File: config.mk
export PLATFORM = sky130hd
export DESIGN_NAME = sha256_stream_hasher_unit
export DESIGN_NICKNAME = d
export VERILOG_FILES = /design/src/rtl/shs_pkg.sv /design/src/rtl/sha256_stream_hasher_unit.sv /design/src/rtl/shs_sched.sv /design/src/rtl/shs_round.sv
export SDC_FILE = /design/constraint.sdc
export NUM_CORES = 2
export LEC_CHECK = 0
export BUFFER_PORTS_ARGS = -buffer_cell sky130_fd_sc_hd__clkbuf_2
export CORE_ASPECT_RATIO = 2
export CORE_UTILIZATION = 50
export CTS_CLUSTER_DIAMETER = 50
export CTS_CLUSTER_SIZE = 24
export DETAILED_ROUTE_END_ITERATION = 8
export GPL_TIMING_DRIVEN = 0
export PLACE_DENSITY = 0.65
export SLEW_MARGIN = 10
export SYNTH_ARGS = -nofsm -noshare
export SYNTH_HDL_FRONTEND = slang
export SYNTH_HIERARCHICAL = 1
export SYNTH_SLANG_ARGS = --single-unit
File: constraint.sdc
create_clock -name clk_i -period 12.15 [get_ports clk_i]
set_clock_uncertainty 0.1 [all_clocks]
set_input_delay 1.8225 -clock clk_i [delete_from_list [all_inputs] [get_ports clk_i]]
set_output_delay 1.8225 -clock clk_i [all_outputs]
set_load 0.005 [all_outputs]
File: src/rtl/shs_pkg.sv
package shs_pkg;

  typedef logic [31:0] word_t;
  typedef word_t [0:7] hvec_t;

  typedef enum logic [2:0] {
    ST_IDLE,
    ST_PAD,
    ST_ROUND,
    ST_FINAL,
    ST_OUT
  } shs_state_e;

  typedef struct packed {
    logic  push;
    logic  shift;
    word_t push_word;
  } sched_ctrl_t;

  localparam logic [7:0] PadByte = 8'h80;
  localparam logic [5:0] LenPos = 6'd56;

  localparam hvec_t InitH = '{
    32'h6a09e667, 32'hbb67ae85, 32'h3c6ef372, 32'ha54ff53a,
    32'h510e527f, 32'h9b05688c, 32'h1f83d9ab, 32'h5be0cd19
  };

  localparam word_t RoundK [64] = '{
    32'h428a2f98, 32'h71374491, 32'hb5c0fbcf, 32'he9b5dba5, 32'h3956c25b,
    32'h59f111f1, 32'h923f82a4, 32'hab1c5ed5, 32'hd807aa98, 32'h12835b01,
    32'h243185be, 32'h550c7dc3, 32'h72be5d74, 32'h80deb1fe, 32'h9bdc06a7,
    32'hc19bf174, 32'he49b69c1, 32'hefbe4786, 32'h0fc19dc6, 32'h240ca1cc,
    32'h2de92c6f, 32'h4a7484aa, 32'h5cb0a9dc, 32'h76f988da, 32'h983e5152,
    32'ha831c66d, 32'hb00327c8, 32'hbf597fc7, 32'hc6e00bf3, 32'hd5a79147,
    32'h06ca6351, 32'h14292967, 32'h27b70a85, 32'h2e1b2138, 32'h4d2c6dfc,
    32'h53380d13, 32'h650a7354, 32'h766a0abb, 32'h81c2c92e, 32'h92722c85,
    32'ha2bfe8a1, 32'ha81a664b, 32'hc24b8b70, 32'hc76c51a3, 32'hd192e819,
    32'hd6990624, 32'hf40e3585, 32'h106aa070, 32'h19a4c116, 32'h1e376c08,
    32'h2748774c, 32'h34b0bcb5, 32'h391c0cb3, 32'h4ed8aa4a, 32'h5b9cca4f,
    32'h682e6ff3, 32'h748f82ee, 32'h78a5636f, 32'h84c87814, 32'h8cc70208,
    32'h90befffa, 32'ha4506ceb, 32'hbef9a3f7, 32'hc67178f2
  };

  function automatic word_t ror(word_t x, int n);
    return (x >> n) | (x << (32 - n));
  endfunction

endpackage

File: src/rtl/sha256_stream_hasher_unit.sv
// SHA-256 hasher that takes a message, at most one byte per request, and
// returns the eight digest words, word 0 first, after the request marked
// end_of_message. The 64th byte of a block starts a shared round unit that
// runs 64 rounds at one per cycle and then folds the result into the chain
// value. Padding is fed one byte per cycle through the same path, plus
// a second block when fewer than nine bytes were free, and then eight
// output requests.
// The block does not take input while it compresses, pads or shows the digest.
module sha256_stream_hasher_unit (
  input  logic        clk_i,
  input  logic        rst_ni,
  input  logic        in_valid_i,
  output logic        in_ready_o,
  input  logic [7:0]  data_byte_i,
  input  logic        has_byte_i,
  input  logic        end_of_message_i,
  output logic        out_valid_o,
  input  logic        out_ready_i,
  output logic [31:0] digest_word_o,
  output logic [2:0]  word_number_o,
  output logic        last_word_o,
  output logic        too_long_o
);
  import shs_pkg::*;

  shs_state_e  state_q, state_d;
  logic [5:0]  pos_q, pos_d;
  logic [60:0] cnt_q, cnt_d;
  logic        ovf_q, ovf_d;
  logic        in_pad_q, in_pad_d;
  logic        pad_first_q, pad_first_d;
  logic        final_blk_q, final_blk_d;
  logic        last_blk_q, last_blk_d;
  logic [5:0]  rnd_q, rnd_d;
  logic [2:0]  word_q, word_d;
  hvec_t       h_q, h_d;
  hvec_t       v_q, v_d;
  logic [23:0] cur_q, cur_d;

  logic        in_fire;
  logic        out_fire;
  logic        wr_en;
  logic [7:0]  wr_byte;
  logic        blk_done;
  logic [7:0]  pad_byte;
  logic [7:0]  len_byte;
  logic [63:0] bits;
  logic [2:0]  len_idx;
  logic        sat;
  sched_ctrl_t sched_ctrl;
  word_t       w0;
  hvec_t       v_next;

  assign in_fire  = in_valid_i && in_ready_o;
  assign out_fire = out_valid_o && out_ready_i;
  assign sat      = &cnt_q;
  assign bits     = {cnt_q, 3'b000};
  assign len_idx  = 3'(3'd7 - pos_q[2:0]);
  assign len_byte = bits[{len_idx, 3'b000} +: 8];
  assign pad_byte = pad_first_q ? PadByte :
                    ((final_blk_q && (pos_q >= LenPos)) ? len_byte : 8'h00);
  assign blk_done = wr_en && (pos_q == 6'd63);

  assign sched_ctrl.push      = wr_en && (pos_q[1:0] == 2'b11);
  assign sched_ctrl.shift     = (state_q == ST_ROUND);
  assign sched_ctrl.push_word = {cur_q, wr_byte};

  shs_sched u_sched (
    .clk_i  (clk_i),
    .ctrl_i (sched_ctrl),
    .w0_o   (w0)
  );

  shs_round u_round (
    .v_i (v_q),
    .k_i (RoundK[rnd_q]),
    .w_i (w0),
    .v_o (v_next)
  );

  always_comb begin
    state_d = state_q;
    case (state_q)
      ST_IDLE: begin
        if (in_fire) begin
          if (blk_done) begin
            state_d = ST_ROUND;
          end else if (end_of_message_i) begin
            state_d = ST_PAD;
          end
        end
      end
      ST_PAD: begin
        if (pos_q == 6'd63) begin
          state_d = ST_ROUND;
        end
      end
      ST_ROUND: begin
        if (rnd_q == 6'd63) begin
          state_d = ST_FINAL;
        end
      end
      ST_FINAL: begin
        if (!in_pad_q) begin
          state_d = ST_IDLE;
        end else if (last_blk_q) begin
          state_d = ST_OUT;
        end else begin
          state_d = ST_PAD;
        end
      end
      ST_OUT: begin
        if (out_fire && (word_q == 3'd7)) begin
          state_d = ST_IDLE;
        end
      end
      default: state_d = ST_IDLE;
    endcase
  end

  always_comb begin
    in_ready_o  = 1'b0;
    out_valid_o = 1'b0;
    wr_en       = 1'b0;
    wr_byte     = data_byte_i;
    case (state_q)
      ST_IDLE: begin
        in_ready_o = 1'b1;
        wr_en      = in_valid_i && has_byte_i && !sat;
      end
      ST_PAD: begin
        wr_en   = 1'b1;
        wr_byte = pad_byte;
      end
      ST_OUT: begin
        out_valid_o = 1'b1;
      end
      default: begin
      end
    endcase
  end

  always_comb begin
    pos_d       = pos_q;
    cnt_d       = cnt_q;
    ovf_d       = ovf_q;
    in_pad_d    = in_pad_q;
    pad_first_d = pad_first_q;
    final_blk_d = final_blk_q;
    last_blk_d  = last_blk_q;
    rnd_d       = rnd_q;
    word_d      = word_q;
    h_d         = h_q;
    v_d         = v_q;
    cur_d       = cur_q;

    if (wr_en) begin
      pos_d = pos_q + 6'd1;
      cur_d = {cur_q[15:0], wr_byte};
    end
    if (blk_done) begin
      v_d   = h_q;
      rnd_d = 6'd0;
    end

    case (state_q)
      ST_IDLE: begin
        if (in_fire) begin
          if (has_byte_i) begin
            if (sat) begin
              ovf_d = 1'b1;
            end else begin
              cnt_d = cnt_q + 61'd1;
            end
          end
          last_blk_d = 1'b0;
          if (end_of_message_i) begin
            in_pad_d    = 1'b1;
            pad_first_d = 1'b1;
            final_blk_d = (pos_d < LenPos);
          end
        end
      end
      ST_PAD: begin
        pad_first_d = 1'b0;
        if (pos_q == 6'd63) begin
          last_blk_d  = final_blk_q;
          final_blk_d = 1'b1;
        end
      end
      ST_ROUND: begin
        v_d   = v_next;
        rnd_d = rnd_q + 6'd1;
      end
      ST_FINAL: begin
        for (int i = 0; i < 8; i++) begin
          h_d[i] = h_q[i] + v_q[i];
        end
        word_d = 3'd0;
      end
      ST_OUT: begin
        if (out_fire) begin
          word_d = word_q + 3'd1;
          if (word_q == 3'd7) begin
            h_d      = InitH;
            cnt_d    = 61'd0;
            ovf_d    = 1'b0;
            in_pad_d = 1'b0;
            pos_d    = 6'd0;
          end
        end
      end
      default: begin
      end
    endcase
  end

  always_ff @(posedge clk_i or negedge rst_ni) begin
    if (!rst_ni) begin
      state_q     <= ST_IDLE;
      pos_q       <= 6'd0;
      cnt_q       <= 61'd0;
      ovf_q       <= 1'b0;
      in_pad_q    <= 1'b0;
      pad_first_q <= 1'b0;
      final_blk_q <= 1'b0;
      last_blk_q  <= 1'b0;
      rnd_q       <= 6'd0;
      word_q      <= 3'd0;
      h_q         <= InitH;
    end else begin
      state_q     <= state_d;
      pos_q       <= pos_d;
      cnt_q       <= cnt_d;
      ovf_q       <= ovf_d;
      in_pad_q    <= in_pad_d;
      pad_first_q <= pad_first_d;
      final_blk_q <= final_blk_d;
      last_blk_q  <= last_blk_d;
      rnd_q       <= rnd_d;
      word_q      <= word_d;
      h_q         <= h_d;
    end
  end

  always_ff @(posedge clk_i) begin
    v_q   <= v_d;
    cur_q <= cur_d;
  end

  assign digest_word_o = h_q[word_q];
  assign word_number_o = word_q;
  assign last_word_o   = (word_q == 3'd7);
  assign too_long_o    = ovf_q;

endmodule

File: src/rtl/shs_sched.sv
module shs_sched (
  input  logic                clk_i,
  input  shs_pkg::sched_ctrl_t ctrl_i,
  output shs_pkg::word_t      w0_o
);
  import shs_pkg::*;

  word_t win_q [16];
  word_t expand;
  word_t sig0;
  word_t sig1;
  word_t new_word;

  always_comb begin
    sig0 = ror(win_q[1], 7) ^ ror(win_q[1], 18) ^ (win_q[1] >> 3);
    sig1 = ror(win_q[14], 17) ^ ror(win_q[14], 19) ^ (win_q[14] >> 10);
    expand = sig1 + win_q[9] + sig0 + win_q[0];
    new_word = ctrl_i.push ? ctrl_i.push_word : expand;
  end

  always_ff @(posedge clk_i) begin
    if (ctrl_i.push || ctrl_i.shift) begin
      for (int i = 0; i < 15; i++) begin
        win_q[i] <= win_q[i + 1];
      end
      win_q[15] <= new_word;
    end
  end

  assign w0_o = win_q[0];

endmodule

File: src/rtl/shs_round.sv
module shs_round (
  input  shs_pkg::hvec_t v_i,
  input  shs_pkg::word_t k_i,
  input  shs_pkg::word_t w_i,
  output shs_pkg::hvec_t v_o
);
  import shs_pkg::*;

  word_t s0;
  word_t s1;
  word_t ch;
  word_t mj;
  word_t t1;

  always_comb begin
    s1 = ror(v_i[4], 6) ^ ror(v_i[4], 11) ^ ror(v_i[4], 25);
    ch = (v_i[4] & v_i[5]) ^ (~v_i[4] & v_i[6]);
    t1 = v_i[7] + s1 + ch + k_i + w_i;
    s0 = ror(v_i[0], 2) ^ ror(v_i[0], 13) ^ ror(v_i[0], 22);
    mj = (v_i[0] & v_i[1]) ^ (v_i[0] & v_i[2]) ^ (v_i[1] & v_i[2]);
    v_o[0] = t1 + s0 + mj;
    v_o[1] = v_i[0];
    v_o[2] = v_i[1];
    v_o[3] = v_i[2];
    v_o[4] = v_i[3] + t1;
    v_o[5] = v_i[4];
    v_o[6] = v_i[5];
    v_o[7] = v_i[6];
  end

endmodule

==> run summary <==
status = complete, but fails checks
failing checks = max-capacitance violations, max-slew violations
crit-path max FO = 7
Post-synth top flop = edfxtp_1
Clk pin slew, worst setup/hold paths = 0.09 ns
Worst R2R Start = rnd_q[0]$_DFFE_PN0P_
most frequent cells in the layout = nand2_1 (1,140), edfxtp_1 (792), a21oi_1 (495)
grt met1 use = 37.8%
# DRC = 0
Syn Area/Cell = 10.1 um^2
slew margin rel. = -2.18%
routed wire length = 316,000 um
Mapped Area = 0.0737 mm^2
Worst Path Class, Setup = reg -> reg
largest net degree at the start of global routing = 93
gr ovfl total = 0
via count = 58,974
final net count = 8,037
number of synthesized flops with an enable pin = 792
CTS tree = done
Compound-Gate Fraction of Synth Area = 13.9%
adder-cell share of the synthesized area = 12.3%
Post-Synth XOR/XNOR Area = 7.48%
fraction of layout cells with a size suffix above 1 = 10.9%
first-pass GRT wire length = 442,000 um
Layout Area Growth over Synthesis = 8.95%
total track usage = 43.2%
Synth top area share = 32.3%
mux share of post-synthesis cell area = 3.92%
final setup vio count = 0
M3 GR Usage = 11.4%
Synth area leader = edfxtp_1
Detail Route Antenna Nets = 0
clock sink count = 1,132
Mapped Cells = 7,261
post-route minimum period = 11.96 ns
I/O Pins = 53
Final Hold Fails = 0
vias in the first global route = 60,626
Inserted Clock Buffers = 89
Setup TNS = 0 ns
RSZ-0062 raised after global routing = false
Max Clock Freq = 0.0836 GHz
sequential fraction of the synthesis area = 44.1%
Cell variety after synth = 111
initial antenna violation count = 30
PortBufs = 52
Post-Synth Simple-Gate Area = 12.6%
Die Y = 545 um
1st-iter DRT viols = 4,882
Synth Register Bits = 1,132
most common cell after layout, fill and taps aside = nand2_1
dpl cell area = 0.0768 mm^2
Row Count = 198
H-tree levels = 3
global placer's final weighted congestion = 1.11
CTS root buf = clkbuf_16
Least-Margin Pin Slew = 1.52 ns
Core Area = 0.146 mm^2
main combinational cell family by area after synthesis = compound AO/OA/AOI/OAI gates
most used cell, CP = fa_1
die area = 0.149 mm^2
hold path cells = 0
HP Start = u_sched/win_q[12][12]$_DFFE_PP_
MaxCap Viol Count = 1
GR Util met2 = 73.0%
final slew viol count = 3
Crit. End Element = register
Critical Path Source Type = register
WHS = 0.303 ns
detailed placer's ending HPWL = 246,000 um
ratio of final minimum period to clock period = 98.4%
ys async rst share = 30.0%
slowest cell on the critical path = dfrtp_1
Synth Warn # = 6
die width = 273 um
routed len/inst = 33.6 um
critical path arrival = 12.50 ns
worst setup path startpoint = rnd_q[0]$_DFFE_PN0P_
post-synth net total = 7,863
CTS Buffer Depth = 3
final instance area = 0.0803 mm^2
peak per-stage delay on the critical path = 0.72 ns
CP required = 12.69 ns
R2R depth = 34
1st-pass router iterations = 8
Clock Latency Late Sink = 0.76 ns
grt peak-use layer = met2
Starting Density = 50.5%
Via density = 6.25
HP Class = reg -> reg
top cells by area, synth = edfxtp_1 (32%), dfrtp_1 (6.9%), ha_1 (6.7%)
[worst paths after layout]
kind | slack [ns] | to
worst max-delay path | 0.19 | v_q[255]$_DFFE_PP_
worst min-delay path | 0.30 | u_sched/win_q[11][12]$_DFFE_PP_
worst max register to register | 0.19 | v_q[255]$_DFFE_PP_
worst min register to register | 0.30 | u_sched/win_q[11][12]$_DFFE_PP_
max in group asynchronous | 9.61 | h_q[222]$_DFFE_PN0P_
min in group asynchronous | 0.88 | h_q[34]$_DFFE_PN0P_
[metal layers]
metal | up-vias | wire length, um
met5 | - | 87
met4 | 14 | 48300
met3 | 1605 | 21500
met2 | 2908 | 155000
met1 | 28685 | 92000
li1 | 25762 | -
[cells in the mapped netlist (158+ instances only)]
cell and number:
a21oi_1 497, edfxtp_1 792, nand2_1 1141, dfrtp_1 204, xor2_1 210, clkbuf_1 245
buf_4 192, xnor2_1 414, a21o_1 170, inv_1 467, nor2_1 411, o21ai_0 330
nand3_1 158, fa_1 195, ha_1 393
[worst max-delay path, delay by kind of cell (launching register included)]
family | cells | cell delay [ns]
AO/OA/AOI/OAI | 13 | 4.53
adder cells (fa/ha/maj) | 8 | 3.48
buffers and inverters | 5 | 1.23
AND/OR/NAND/NOR | 6 | 0.97
XOR/XNOR | 2 | 0.79
flip-flops | 1 | 0.72
[cell type report]
type,count,area (um^2)
fillers,13156,65700
repair buffers,83,843
clock inverters,64,862
plain buffers,477,2590
diodes,20,50.0
well taps,1900,2380
inverters,474,1790
flip-flops and latches,1132,32500
clock buffers,102,2300
multi-input cells,5178,37000
[registers in the layout (all words and copies together), names as in the netlist]
name / cells
cur_q: 24
rnd_q: 6
too_long_o: 1
v_q: 256
h_q: 256
pad_first_q: 1
in_pad_q: 1
last_blk_q: 1
cnt_q: 61
u_sched/win_q: 512
word_number_o: 3
pos_q: 6
final_blk_q: 1
state_q: 3
[through the flow]
stage | utilization [%] | setup slack, ns | cells
after floorplan | - | 1.55 | 7261
after global placement | 52.3 | -1.94 | 9213
after detailed placement | 52.6 | 0.102 | 9230
after CTS | 54.8 | 0.0829 | 9396
after global routing | 55.0 | 0.139 | 9418
final | 55.0 | 0.189 | 9430
[kinds of logic (layout without fill, tap and decap cells)]
kind of cell               count (synthesis)  after routing
adders and majority gates                609            609
muxes                                    180            180
AOI/OAI and AO/OA                       1628           1628
xor gates and xnor gates                 626            626
DFF                                     1132           1132
buffers and inverters                    951           1200
and+or+nand+nor                         2135           2135
other                                      0             20
[repair_timing]
action | CTS | global route
setup endpoints to repair | 0 | 12
hold buffers | 0 | 0
resized for setup | 0 | 12
setup buffers | 0 | 8
endpoints found under the hold margin | 0 | 0
Power is left out: the tool's default activity adds up to more than one toggle a clock period on the data nets, which glitch-free logic cannot reach.
